### src/rtl/core/ebip_pkg.sv
// Shared types, constants and lookup functions for the encoder, button and idle-power unit.
package ebip_pkg;

    localparam int COUNT_WIDTH = 16;
    localparam int IDLE_WIDTH  = 19;
    localparam int SINCE_WIDTH = 8;
    localparam int PRESET_WIDTH = 3;
    localparam int CFG_DATA_WIDTH = 8;
    localparam int CFG_INDEX_WIDTH = 2;

    localparam logic [CFG_INDEX_WIDTH-1:0] REG_SLEEP_PRESET = CFG_INDEX_WIDTH'(0);
    localparam logic [CFG_INDEX_WIDTH-1:0] REG_DEBOUNCE_MS  = CFG_INDEX_WIDTH'(1);

    localparam logic [SINCE_WIDTH-1:0] DEBOUNCE_RESET = SINCE_WIDTH'(20);
    localparam logic [IDLE_WIDTH-1:0]  IDLE_MAX = {IDLE_WIDTH{1'b1}};

    localparam logic [PRESET_WIDTH-1:0] PRESET_OFF  = PRESET_WIDTH'(0);
    localparam logic [PRESET_WIDTH-1:0] PRESET_30S  = PRESET_WIDTH'(1);
    localparam logic [PRESET_WIDTH-1:0] PRESET_1MIN = PRESET_WIDTH'(2);
    localparam logic [PRESET_WIDTH-1:0] PRESET_2MIN = PRESET_WIDTH'(3);
    localparam logic [PRESET_WIDTH-1:0] PRESET_5MIN = PRESET_WIDTH'(4);

    typedef struct packed {
        logic enc_a;
        logic enc_b;
        logic knob_key_down;
        logic user_key_down;
        logic ms_tick;
    } in_t;

    typedef struct packed {
        logic signed [1:0] detent_step;
        logic              knob_press_event;
        logic              user_press_event;
        logic              knob_held;
        logic              user_held;
        logic              backlight_dim;
        logic              sleep_request;
    } out_t;

    // Count change for a move from the previous A/B pair to the current one.
    function automatic logic signed [1:0] quad_step(input logic [1:0] prev_ab,
                                                    input logic [1:0] cur_ab);
        logic signed [1:0] step;
        unique case ({prev_ab, cur_ab})
            4'b0001: step = -2'sd1;
            4'b0010: step = 2'sd1;
            4'b0100: step = 2'sd1;
            4'b0111: step = -2'sd1;
            4'b1000: step = -2'sd1;
            4'b1011: step = 2'sd1;
            4'b1101: step = 2'sd1;
            4'b1110: step = -2'sd1;
            default: step = 2'sd0;
        endcase
        return step;
    endfunction

    // Sleep timeout in ms; zero means sleep is off.
    function automatic logic [IDLE_WIDTH-1:0] sleep_time(input logic [PRESET_WIDTH-1:0] preset);
        logic [IDLE_WIDTH-1:0] t;
        unique case (preset)
            PRESET_30S:  t = IDLE_WIDTH'(30000);
            PRESET_1MIN: t = IDLE_WIDTH'(60000);
            PRESET_2MIN: t = IDLE_WIDTH'(120000);
            PRESET_5MIN: t = IDLE_WIDTH'(300000);
            default:     t = '0;
        endcase
        return t;
    endfunction

    // Dim time in ms: two thirds of the sleep time.
    function automatic logic [IDLE_WIDTH-1:0] dim_time(input logic [PRESET_WIDTH-1:0] preset);
        logic [IDLE_WIDTH-1:0] t;
        unique case (preset)
            PRESET_30S:  t = IDLE_WIDTH'(20000);
            PRESET_1MIN: t = IDLE_WIDTH'(40000);
            PRESET_2MIN: t = IDLE_WIDTH'(80000);
            PRESET_5MIN: t = IDLE_WIDTH'(200000);
            default:     t = '0;
        endcase
        return t;
    endfunction

endpackage

### src/rtl/core/encoder_button_idle_power_unit.sv
// Top level of the encoder, button and idle-power unit.
// A sample passes through the input register and then the result register.
// Throughput: one sample per cycle while out_ready holds; the input register, the
// per-sample logic and the result register form a two-stage pipeline.
// Reset: asynchronous, active low; counts, key levels, idle time and the dim flag clear,
// sleep_preset resets to off and debounce_ms to 20.
module encoder_button_idle_power_unit (
    input  logic                                   clk,
    input  logic                                   rst_n,
    input  logic                                   in_valid,
    output logic                                   in_ready,
    input  ebip_pkg::in_t                          in_data,
    output logic                                   out_valid,
    input  logic                                   out_ready,
    output ebip_pkg::out_t                         out_data,
    input  logic                                   cfg_we,
    input  logic [ebip_pkg::CFG_INDEX_WIDTH-1:0]   cfg_index,
    input  logic [ebip_pkg::CFG_DATA_WIDTH-1:0]    cfg_wdata
);

    // Configuration registers.
    logic [ebip_pkg::PRESET_WIDTH-1:0] sleep_preset_reg;
    logic [ebip_pkg::SINCE_WIDTH-1:0]  debounce_ms_reg;

    // Input stage.
    logic          in_valid_reg;
    ebip_pkg::in_t in_data_reg;

    // Result stage.
    logic           out_valid_reg;
    ebip_pkg::out_t out_data_reg;
    ebip_pkg::out_t out_data_next;

    // Block state.
    logic [1:0]                            prev_ab_reg;
    logic [ebip_pkg::COUNT_WIDTH-1:0]      raw_count_reg;
    logic [ebip_pkg::COUNT_WIDTH-1:0]      raw_count_next;
    logic [ebip_pkg::COUNT_WIDTH-1:0]      detent_base_reg;
    logic [ebip_pkg::COUNT_WIDTH-1:0]      detent_base_next;
    logic [ebip_pkg::IDLE_WIDTH-1:0]       idle_ms_reg;
    logic [ebip_pkg::IDLE_WIDTH-1:0]       idle_ms_next;
    logic                                  dimmed_reg;
    logic                                  dimmed_next;

    logic                                  fire;
    logic [1:0]                            cur_ab;
    logic signed [1:0]                     step;
    logic                                  moved;
    logic [ebip_pkg::COUNT_WIDTH-1:0]      diff;
    logic                                  det_up;
    logic                                  det_down;
    logic                                  tick_en;
    logic                                  knob_press;
    logic                                  user_press;
    logic                                  knob_level;
    logic                                  user_level;
    logic                                  activity;
    logic [ebip_pkg::IDLE_WIDTH-1:0]       sleep_t;
    logic [ebip_pkg::IDLE_WIDTH-1:0]       dim_t;
    logic                                  sleep_req;

    // The sample in the input register moves on whenever the result register is
    // free or its result is being taken in the same cycle. The input register in
    // turn takes a new transfer whenever it is empty or is being emptied.
    assign fire     = in_valid_reg && (!out_valid_reg || out_ready);
    assign in_ready = !in_valid_reg || fire;

    // Configuration writes must arrive only while the unit is idle; the block does not enforce this.
    always_ff @(posedge clk or negedge rst_n)
    begin
        if (!rst_n)
        begin
            sleep_preset_reg <= ebip_pkg::PRESET_OFF;
            debounce_ms_reg  <= ebip_pkg::DEBOUNCE_RESET;
        end
        else if (cfg_we)
        begin
            if (cfg_index == ebip_pkg::REG_SLEEP_PRESET)
            begin
                sleep_preset_reg <= cfg_wdata[ebip_pkg::PRESET_WIDTH-1:0];
            end
            else if (cfg_index == ebip_pkg::REG_DEBOUNCE_MS)
            begin
                debounce_ms_reg <= cfg_wdata;
            end
        end
    end

    always_ff @(posedge clk or negedge rst_n)
    begin
        if (!rst_n)
        begin
            in_valid_reg <= 1'b0;
        end
        else if (in_ready)
        begin
            in_valid_reg <= in_valid;
        end
    end

    always_ff @(posedge clk)
    begin
        if (in_valid && in_ready)
        begin
            in_data_reg <= in_data;
        end
    end

    // Quadrature decode: the transition table gives -1, 0 or +1, and an invalid
    // jump where both lines change counts as no movement.
    assign cur_ab = {in_data_reg.enc_a, in_data_reg.enc_b};
    assign step   = ebip_pkg::quad_step(prev_ab_reg, cur_ab);
    assign moved  = (step != 2'sd0);
    assign raw_count_next = raw_count_reg + {{(ebip_pkg::COUNT_WIDTH-2){step[1]}}, step};

    // Detent step: the raw change since the detent base, halved toward zero.
    // It is +1 when the signed difference is at least 2 and -1 when it is at
    // most -2; the base then moves by two counts in that direction.
    assign diff     = raw_count_next - detent_base_reg;
    assign det_up   = !diff[ebip_pkg::COUNT_WIDTH-1]
                      && (diff[ebip_pkg::COUNT_WIDTH-2:1] != '0);
    assign det_down = diff[ebip_pkg::COUNT_WIDTH-1]
                      && (diff != {ebip_pkg::COUNT_WIDTH{1'b1}});

    always_comb
    begin
        detent_base_next = detent_base_reg;
        if (det_up)
        begin
            detent_base_next = detent_base_reg + ebip_pkg::COUNT_WIDTH'(2);
        end
        else if (det_down)
        begin
            detent_base_next = detent_base_reg - ebip_pkg::COUNT_WIDTH'(2);
        end
    end

    // Keys are only sampled on a millisecond tick.
    assign tick_en = fire && in_data_reg.ms_tick;

    ebip_key_debounce u_knob_key (
        .clk         (clk),
        .rst_n       (rst_n),
        .tick_en     (tick_en),
        .raw         (in_data_reg.knob_key_down),
        .debounce_ms (debounce_ms_reg),
        .press       (knob_press),
        .level       (knob_level)
    );

    ebip_key_debounce u_user_key (
        .clk         (clk),
        .rst_n       (rst_n),
        .tick_en     (tick_en),
        .raw         (in_data_reg.user_key_down),
        .debounce_ms (debounce_ms_reg),
        .press       (user_press),
        .level       (user_level)
    );

    // Idle time counts ticks and saturates; any movement or press clears it
    // together with the dim flag. With sleep off, idleness neither sets nor
    // clears the dim flag and no sleep request is raised.
    assign activity = moved || knob_press || user_press;
    assign sleep_t  = ebip_pkg::sleep_time(sleep_preset_reg);
    assign dim_t    = ebip_pkg::dim_time(sleep_preset_reg);

    always_comb
    begin
        idle_ms_next = idle_ms_reg;
        dimmed_next  = dimmed_reg;
        sleep_req    = 1'b0;
        if (in_data_reg.ms_tick && (idle_ms_reg != ebip_pkg::IDLE_MAX))
        begin
            idle_ms_next = idle_ms_reg + ebip_pkg::IDLE_WIDTH'(1);
        end
        if (activity)
        begin
            idle_ms_next = '0;
            dimmed_next  = 1'b0;
        end
        if (sleep_t != '0)
        begin
            if (idle_ms_next >= dim_t)
            begin
                dimmed_next = 1'b1;
            end
            sleep_req = (idle_ms_next >= sleep_t);
        end
    end

    always_comb
    begin
        out_data_next.detent_step      = det_up ? 2'sd1 : (det_down ? -2'sd1 : 2'sd0);
        out_data_next.knob_press_event = knob_press;
        out_data_next.user_press_event = user_press;
        out_data_next.knob_held        = knob_level;
        out_data_next.user_held        = user_level;
        out_data_next.backlight_dim    = dimmed_next;
        out_data_next.sleep_request    = sleep_req;
    end

    always_ff @(posedge clk or negedge rst_n)
    begin
        if (!rst_n)
        begin
            prev_ab_reg     <= 2'b00;
            raw_count_reg   <= '0;
            detent_base_reg <= '0;
            idle_ms_reg     <= '0;
            dimmed_reg      <= 1'b0;
        end
        else if (fire)
        begin
            prev_ab_reg     <= cur_ab;
            raw_count_reg   <= raw_count_next;
            detent_base_reg <= detent_base_next;
            idle_ms_reg     <= idle_ms_next;
            dimmed_reg      <= dimmed_next;
        end
    end

    // Result register: a finished result waits here while the next sample is
    // already held in the input register.
    always_ff @(posedge clk or negedge rst_n)
    begin
        if (!rst_n)
        begin
            out_valid_reg <= 1'b0;
        end
        else if (fire)
        begin
            out_valid_reg <= 1'b1;
        end
        else if (out_ready)
        begin
            out_valid_reg <= 1'b0;
        end
    end

    always_ff @(posedge clk)
    begin
        if (fire)
        begin
            out_data_reg <= out_data_next;
        end
    end

    assign out_valid = out_valid_reg;
    assign out_data  = out_data_reg;

endmodule

### src/rtl/core/ebip_key_debounce.sv
// Time-based debouncer for one active-high key, advanced on millisecond ticks.
module ebip_key_debounce (
    input  logic                               clk,
    input  logic                               rst_n,
    input  logic                               tick_en,
    input  logic                               raw,
    input  logic [ebip_pkg::SINCE_WIDTH-1:0]   debounce_ms,
    output logic                               press,
    output logic                               level
);

    logic                             level_reg;
    logic                             level_next;
    logic [ebip_pkg::SINCE_WIDTH-1:0] since_reg;
    logic [ebip_pkg::SINCE_WIDTH-1:0] since_next;
    logic [ebip_pkg::SINCE_WIDTH-1:0] since_inc;
    logic                             accept_change;

    // The elapsed-time counter saturates at its top value.
    assign since_inc = (since_reg == {ebip_pkg::SINCE_WIDTH{1'b1}})
                       ? since_reg : since_reg + ebip_pkg::SINCE_WIDTH'(1);
    assign accept_change = tick_en && (raw != level_reg) && (since_inc >= debounce_ms);

    always_comb
    begin
        level_next = level_reg;
        since_next = since_reg;
        if (tick_en)
        begin
            since_next = since_inc;
        end
        if (accept_change)
        begin
            level_next = raw;
            since_next = '0;
        end
    end

    assign press = accept_change && raw;
    assign level = level_next;

    always_ff @(posedge clk or negedge rst_n)
    begin
        if (!rst_n)
        begin
            level_reg <= 1'b0;
            since_reg <= '0;
        end
        else
        begin
            level_reg <= level_next;
            since_reg <= since_next;
        end
    end

endmodule

### config.mk
export PLATFORM = sky130hd
export DESIGN_NAME = encoder_button_idle_power_unit
export DESIGN_NICKNAME = d
export VERILOG_FILES = /design/src/rtl/core/ebip_pkg.sv /design/src/rtl/core/encoder_button_idle_power_unit.sv /design/src/rtl/core/ebip_key_debounce.sv
export SDC_FILE = /design/constraint.sdc
export NUM_CORES = 1
export LEC_CHECK = 0
export BUFFER_PORTS_ARGS = -buffer_cell sky130_fd_sc_hd__buf_2
export CORE_MARGIN = 5
export CORE_UTILIZATION = 32
export DETAILED_ROUTE_END_ITERATION = 12
export PLACE_DENSITY_LB_ADDON = 0.3
export SLEW_MARGIN = 20
export SYNTH_ARGS = -nofsm -noshare
export SYNTH_HDL_FRONTEND = slang
export SYNTH_SLANG_ARGS = --single-unit
export TNS_END_PERCENT = 20
### constraint.sdc
create_clock -name clk -period 10.4 [get_ports clk]
set_input_delay 0.52 -clock clk [delete_from_list [all_inputs] [get_ports clk]]
set_output_delay 0.52 -clock clk [all_outputs]
set_load 0.02 [all_outputs]
==> results of run 1 <==
## cell type report
cell class              count  area, um^2  area share (%)
well taps                 324         405            4.67
clock inverters             6        43.8           0.504
multi-input cells         710        5090            58.7
repair buffers             35         193            2.22
flip-flops and latches     97        2490            28.7
clock buffers              10         229            2.64
inverters                  59         221            2.55
## cell usage after synthesis (4+ instances only)
library cell	instances
nand3_1	25
inv_1	59
o22ai_1	5
nand2_1	90
a211oi_1	10
or3_1	5
ha_1	92
mux2i_1	16
xnor2_1	38
a211o_1	5
a21o_1	17
nand2b_1	12
xor2_1	23
mux2_2	23
nand3b_1	5
o21a_1	18
nor3b_1	4
a21oi_1	43
clkbuf_1	16
o211ai_1	6
a31oi_1	13
nor2b_1	16
a22o_1	5
and2_1	14
o21ai_0	61
edfxtp_1	13
and3_1	11
or2_2	6
nor2_1	60
dfrtp_1	82
nand4_1	15
o31ai_1	17
nor3_1	10
## metrics by stage
stage / std cells / hold slack (ns) / instance area, um^2 / utilization (%) / setup slack [ns]
2_1_floorplan: 885 / 0.224 / 7890 / - / 2.79
3_3_place_gp: 1225 / 0.468 / 8410 / 34.6 / 2.96
3_5_place_dp: 1225 / 0.474 / 8410 / 34.6 / 2.81
4_1_cts: 1241 / 0.153 / 8680 / 35.7 / 2.74
5_1_grt: 1241 / 0.178 / 8680 / 35.7 / 2.05
6_report: 1241 / 0.124 / 8680 / 35.7 / 2.78
## logic make-up (layout without fill, tap and decap cells)
family | count (synthesis) | after routing | synth area share [%]
xor+xnor | 61 | 61 | 6.77
flops | 97 | 97 | 31.6
mux | 40 | 40 | 5.60
compound gates | 229 | 229 | 19.1
buf+inv | 78 | 110 | 3.81
simple gates | 285 | 285 | 17.8
fa+ha+maj | 95 | 95 | 15.4
## worst max-delay path, delay by kind of cell, from the launching register on
family / cells / cell delay [ns]
DFF: 1 / 0.38
and+or+nand+nor: 6 / 1.35
muxes: 2 / 0.34
adders and majority gates: 4 / 1.27
buffers and inverters: 2 / 0.33
AOI/OAI and AO/OA: 18 / 3.81
## routing by layer
metal  routed length, um  vias to the layer above
met5                   0                        -
met2                8230                       88
met4                 287                        0
met3                 588                       15
met1                8920                     2997
li1                    -                     3265
## worst paths after layout
path                                              start                         endpoint
min in group clk                             in_data[0]         in_data_reg[0]$_DFFE_PP_
setup reg to reg                    cur_ab[0]$_DFFE_PP_  detent_base_reg[14]$_DFFE_PN0P_
setup / recovery                    cur_ab[0]$_DFFE_PP_  detent_base_reg[14]$_DFFE_PN0P_
max in group asynchronous                         rst_n   debounce_ms_reg[7]$_DFFE_PN0P_
hold / removal                                    rst_n  detent_base_reg[13]$_DFFE_PN0P_
hold reg to reg            raw_count_reg[0]$_DFFE_PN0P_     raw_count_reg[0]$_DFFE_PN0P_
==> results.yml, run 1 <==
critical_path:
  path_class: "register to register"
  crit_arrival_ns: 7.83
  cp_max_fo: 16
  crit_required_ns: 10.61
  start_kind: "register"
  rrSetupSlack_ns: 2.78
  path_common_cell: "ha_1"
  worst_setup_path_end_kind: "register"
  r2r_cells: 32
  max_stage_delay_ns: 0.45
  cp_slowest_cell: "or4_4"
clock_network:
  clk_pin_slew_ns: 0.07
  holdBufCountCts: 0
  post_cts_buffers: 0
  cts_made_buffers: 9
  cts.sinks: 97
  cts_buffer_depth: 2
  clock-root-buffer: "clkbuf_16"
  htreeDepth: 3
  clkLatencyLatePin_ns: 0.36
  cts_tree: "done"
  cts.repair.resized: 0
timing:
  skew_ns: 0.0175
  slew_headroom_pct: 42.4
  post-route-min-period_ns: 7.62
  drv_slew: 0
  setup_viol: 0
  setup_tns_ns: 0
  post-route-period-util_pct: 73.3
  hold_viol: 0
  clock.fmax_mhz: 131
  rsz0062_at_grt: "false"
  tightest_slew_ns: 0.853
floorplan:
  core_region_area_um2: 24300
  chipHeight_um: 167
  die_w_um: 167
  start_util_pct: 32.4
  num_io_pins: 30
  die_area_um2: 27900
  rows: 57
synth:
  synth_top_cell_by_area: "dfrtp_1"
  yosys_warnings: 0
  synth_cell_types: 62
  synth.top_cell.area_share_pct: 26.0
  synthFlopType: "dfrtp_1"
  ys_seq_area_share_pct: 31.6
  synthTopCellsByArea: "dfrtp_1, ha_1, edfxtp_1"
  synthArstFlopShare_pct: 86.6
  syn_inst: 885
  synth_edf_count: 13
  postSynthAreaPerCell_um2: 8.91
  synth_area_um2: 7890
  synth.ff_latch_count: 97
  synth_nets: 1000
global_route:
  grt_usage_pct: 13.2
  grt_max_degree: 55
  grt_pass1_wl_um: 30800
  grt.met3_usage_pct: 1.90
  antenna_found_initial: 0
  use_met2_pct: 21.5
  grt_pass1_vias: 6202
  overflow: 0
  top_usage_layer: "met2"
  met1_usage_pct: 18.3
run_status:
  status: "finished, final reports clean"
drt:
  drt_wl_total_um: 18000
  vias_per_cell: 5.13
  drt_iter0_drc: 360
  wire_per_inst_um: 14.5
  postRouteAntennaNets: 0
  via_count: 6365
  drc: 0
  first_pass_iters: 5
placement:
  place_congestion: 0.792
  dp_hpwl_um: 13800
  port_buffers: 29
finish:
  drive_above_1_share_pct: 9.81
  area.growth.synth_to_final_pct: 10.1
  layout.nets: 1027
  fillers: 2497
  final_common_cell: "ha_1"
  most-common-layout-cells: "ha_1, nand2_1, dfrtp_1"
  largest_register_ffs: 19
  antenna_cells: 0
flow_run:
  drv_cap: 0
min_path:
  hp-class: "input pin to async pin"
Power of run 1 is not shown: default switching activity piles up to over one toggle a cycle in this logic, so the estimate is an artifact.
==> run 2, diff against run 1 <==
==> constraint.sdc (replaced) <==
create_clock -name clk -period 7.8 [get_ports clk]
set_input_delay 0.39 -clock clk [delete_from_list [all_inputs] [get_ports clk]]
set_output_delay 0.39 -clock clk [all_outputs]
set_load 0.02 [all_outputs]
==> run 2 against run 1 <==
Count of clock-buffer cells in the layout is 1 lower. Global-route usage is 0.11 points lower. Final area is 1.4% higher. Non-clock buffer count is 5 higher. Maximum frequency is 5.3% higher. Sequential share of layout area is 0.40 points lower. Critical path type unchanged.
==> results.yml, run 2 (synthesized netlist as in run 1, its figures left out) <==
run_status:
  status: "finished, final reports clean"
flow_run:
  drv_cap: 0
finish:
  layout.nets: 1032
  most-common-layout-cells: "ha_1, nand2_1, dfrtp_1"
  area.growth.synth_to_final_pct: 11.6
  largest_register_ffs: 19
  fillers: 2459
  drive_above_1_share_pct: 10.6
  antenna_cells: 0
  multi_input_area_um2: 5110
  regArea_um2: 2490
  final_common_cell: "ha_1"
drt:
  via_count: 6391
  drt_wl_total_um: 18300
  postRouteAntennaNets: 0
  first_pass_iters: 5
  vias_per_cell: 5.13
  drt_iter0_drc: 351
  drc: 0
  wire_per_inst_um: 14.7
timing:
  skew_ns: 0.00922
  worst_slack_ns: 0.564
  drv_slew: 0
  slew_headroom_pct: 43.2
  tightest_slew_ns: 0.841
  setup_tns_ns: 0
  hold_ws_ns: 0.214
  hold_viol: 0
  clock.fmax_mhz: 138
  post-route-period-util_pct: 92.8
  rsz0062_at_grt: "false"
  post-route-min-period_ns: 7.24
  setup_viol: 0
critical_path:
  max_stage_delay_ns: 0.46
  start_kind: "register"
  cp_slowest_cell: "or4_4"
  cp_top_family: "compound AO/OA/AOI/OAI gates"
  worst_setup_path_end_kind: "register"
  path_buf_inv: 1
  crit_arrival_ns: 7.45
  path_common_cell: "ha_1"
  cp_max_fo: 11
  crit_required_ns: 8.01
  path_class: "register to register"
floorplan:
  die_area_um2: 27900
  core_region_area_um2: 24300
  start_util_pct: 32.4
  chipHeight_um: 167
  die_w_um: 167
  num_io_pins: 30
  rows: 57
placement:
  dp_slack_ns: 0.217
  port_buffers: 29
  dp_hpwl_um: 14000
  place_congestion: 0.803
global_route:
  grt_pass1_vias: 6056
  overflow: 0
  grt_usage_pct: 13.1
  grt_pass1_wl_um: 30500
  antenna_found_initial: 0
  grt_max_degree: 61
clock_network:
  cts_tree: "done"
  cts_buffer_depth: 2
  htreeDepth: 3
  clock-root-buffer: "clkbuf_16"
  clk_pin_slew_ns: 0.08
  cts.sinks: 97
  cts_made_buffers: 9
  clkLatencyLatePin_ns: 0.35
min_path:
  hp-class: "input pin to register"
-- run 2: through the flow --
stage / util (%) / cell area [um^2] / instances
final: 36.2 / 8800 / 1246
after global routing: 36.2 / 8800 / 1246
after CTS: 36.1 / 8770 / 1244
after detailed placement: 34.6 / 8420 / 1227
after global placement: 34.6 / 8420 / 1227
after floorplan: - / 7890 / 885
-- run 2: worst register-to-register path: cells and delay by family, from the launching register on --
| kind | cells | cell delay [ns] |
|---|---|---|
| flip-flops | 1 | 0.38 |
| multiplexers | 2 | 0.35 |
| AO/OA/AOI/OAI | 18 | 3.76 |
| buffers and inverters | 1 | 0.09 |
| AND/OR/NAND/NOR | 6 | 1.35 |
| adder cells (fa/ha/maj) | 4 | 1.18 |
-- run 2: metal layers --
layer | vias to the layer above | GRT usage [%] | wire (um)
li1 | 3262 | - | -
met1 | 3031 | 19.0 | 9390
met2 | 85 | 20.3 | 8160
met3 | 13 | 1.99 | 538
met4 | 0 | 3.45 | 241
met5 | - | 0 | 0
-- run 2: area by class of cell --
class,instances,share of cell area (%)
clock inverter,7,1.24
timing repair buffer,40,2.64
inverter,59,2.52
clock buffer,9,2.56
multi-input combinational,710,58.1
sequential,97,28.3
tap,324,4.60
-- run 2: worst paths after layout --
check | start | slack [ns] | depth (start not counted) | endpoint
setup / recovery | cur_ab[0]$_DFFE_PP_ | 0.56 | 31 | detent_base_reg[14]$_DFFE_PN0P_
hold / removal | in_data[2] | 0.21 | 1 | in_data_reg[2]$_DFFE_PP_
setup reg to reg | cur_ab[0]$_DFFE_PP_ | 0.56 | 31 | detent_base_reg[14]$_DFFE_PN0P_
hold reg to reg | detent_base_reg[15]$_DFFE_PN0P_ | 0.49 | 1 | detent_base_reg[15]$_DFFE_PN0P_
max in group asynchronous | rst_n | 6.17 | 3 | idle_ms_reg[5]$_DFFE_PN0P_
min in group asynchronous | rst_n | 0.49 | 2 | detent_base_reg[14]$_DFFE_PN0P_
-- run 2: timing repair --
| item | in CTS | in global routing |
|---|---|---|
| hold buffers | 1 | 0 |
| resized for setup | 0 | 5 |
| buffers inserted | 0 | 2 |
| hold endpoints to repair | 24 | 0 |
| setup endpoints to repair | 0 | 6 |
Power of run 2 is left out for the same reason.
==> run 3, diff against run 2 <==
--- a/config.mk
+++ b/config.mk
@@ -5,10 +5,10 @@
 export SDC_FILE = /design/constraint.sdc
 export NUM_CORES = 1
 export LEC_CHECK = 0
-export BUFFER_PORTS_ARGS = -buffer_cell sky130_fd_sc_hd__buf_2
 export CORE_MARGIN = 5
 export CORE_UTILIZATION = 32
 export DETAILED_ROUTE_END_ITERATION = 12
+export DONT_BUFFER_PORTS = 1
 export PLACE_DENSITY_LB_ADDON = 0.3
 export SLEW_MARGIN = 20
 export SYNTH_ARGS = -nofsm -noshare
==> run 3 against run 2 <==
Final cell count down 2.4%. Setup slack better by 0.021 ns. Critical endpoint unchanged. Hold slack worse by 0.078 ns. Maximum frequency up 0.29%. Register-to-register slack better by 0.02 ns. Via count down 2.4%. Die area unchanged. Highest routed layer unchanged.
==> results.yml, run 3 (synthesized netlist as in run 1, its figures left out) <==
global_route:
  grt_max_degree: 85
  grt_pass1_wl_um: 30900
  grt_usage_pct: 13.1
  antenna_found_initial: 0
  overflow: 0
  grt_pass1_vias: 6150
  use_met2_pct: 21.3
  met1_usage_pct: 18.7
  top_usage_layer: "met2"
  grt.met3_usage_pct: 1.45
clock_network:
  htreeDepth: 3
  post_cts_buffers: 0
  clock-root-buffer: "clkbuf_16"
  cts.sinks: 97
  cts_made_buffers: 9
  cts_tree: "done"
  clk_pin_slew_ns: 0.07
  cts_buffer_depth: 2
  clkLatencyLatePin_ns: 0.35
critical_path:
  max_stage_delay_ns: 0.46
  cp-endpoint: "detent_base_reg[14]$_DFFE_PN0P_"
  r2r-end: "detent_base_reg[14]$_DFFE_PN0P_"
  rrSetupSlack_ns: 0.58
  startpoint: "cur_ab[0]$_DFFE_PP_"
  cp_max_fo: 8
  worst_setup_path_end_kind: "register"
  start_kind: "register"
  r2r_start: "cur_ab[0]$_DFFE_PP_"
  path_class: "register to register"
  path_common_cell: "ha_1"
  cp_slowest_cell: "or4_4"
  crit_required_ns: 8.01
  crit_arrival_ns: 7.42
  r2r_cells: 31
timing:
  rsz0062_at_grt: "false"
  worst_slack_ns: 0.585
  drv_slew: 0
  post-route-min-period_ns: 7.22
  slew_headroom_pct: 46.7
  skew_ns: 0.00909
  post-route-period-util_pct: 92.5
  tightest_slew_ns: 0.790
  clock.fmax_mhz: 139
  setup_tns_ns: 0
  setup_viol: 0
  hold_viol: 0
placement:
  dp_hpwl_um: 13700
  dp_slack_ns: 0.265
  port_buffers: 0
  place_congestion: 0.787
  dpl.cell_count: 1198
floorplan:
  rows: 57
  num_io_pins: 30
  die_w_um: 167
  core_region_area_um2: 24300
  chipHeight_um: 167
  die_area_um2: 27900
  start_util_pct: 32.4
finish:
  most-common-layout-cells: "ha_1, nand2_1, dfrtp_1"
  area.growth.synth_to_final_pct: 10.1
  layout.nets: 1002
  fillers: 2477
  multi_input_area_um2: 5110
  final_cells: 1216
  drive_above_1_share_pct: 7.62
  final_common_cell: "ha_1"
  regArea_um2: 2490
  antenna_cells: 0
  largest_register_ffs: 19
min_path:
  hp-class: "input pin to register"
drt:
  postRouteAntennaNets: 0
  first_pass_iters: 5
  drc: 0
  drt_iter0_drc: 438
  wire_per_inst_um: 14.8
  via_count: 6236
  drt_wl_total_um: 18000
  vias_per_cell: 5.13
flow_run:
  drv_cap: 0
run_status:
  status: "finished, final reports clean"
run 3: cell count changes in the layout (fill, tap and decap cells not counted), sizes merged:
cell / change
buf: -30
inv: -2
bufinv: +1
clkbuf: +1
run 3: metal layers:
layer | vias to the layer above | part of all wire [%]
li1 | 3205 | -
met1 | 2941 | 51
met2 | 78 | 45
met3 | 12 | 2.6
met4 | 0 | 1.1
met5 | - | 0
run 3: area by class of cell:
class,instances,area share (%)
repair buffers,10,1.12
well taps,324,4.67
clock inverters,6,1.30
multi-input cells,710,58.9
inverters,59,2.55
flip-flops and latches,97,28.7
clock buffers,10,2.75
run 3: worst min path at each step:
stage | slack (ns) | startpoint | cells after the start | to
after floorplan | 0.09 | rst_n | 0 | debounce_ms_reg[0]$_DFFE_PN0P_
after CTS | 0.12 | in_data[4] | 0 | cur_ab[1]$_DFFE_PP_
after global placement | 0.1 | rst_n | 0 | detent_base_reg[13]$_DFFE_PN0P_
after global routing | 0.12 | in_data[2] | 0 | in_data_reg[2]$_DFFE_PP_
final | 0.14 | in_data[4] | 0 | cur_ab[1]$_DFFE_PP_
after detailed placement | 0.1 | rst_n | 0 | detent_base_reg[13]$_DFFE_PN0P_
run 3: critical path, delay by kind of cell, from the launching register on:
kind | cells | cell delay [ns]
AOI/OAI and AO/OA | 18 | 3.72
muxes | 2 | 0.35
buffers and inverters | 1 | 0.09
and+or+nand+nor | 6 | 1.34
adders and majority gates | 4 | 1.19
DFF | 1 | 0.38
run 3: repair_timing:
| item | CTS | global route |
|---|---|---|
| setup endpoints to repair | 0 | 4 |
| hold buffers | 2 | 0 |
| resized for setup | 0 | 6 |
| hold endpoints to repair | 84 | 0 |
run 3: per-stage QoR:
step                      cell area (um^2)  hold slack, ns  utilization (%)
after floorplan                       7890          0.0944                -
after global placement                8280          0.0969             34.0
after detailed placement              8280          0.0972             34.0
after CTS                             8670           0.122             35.6
after global routing                  8680           0.117             35.7
final                                 8680           0.136             35.7
Power of run 3 is left out for the same reason.
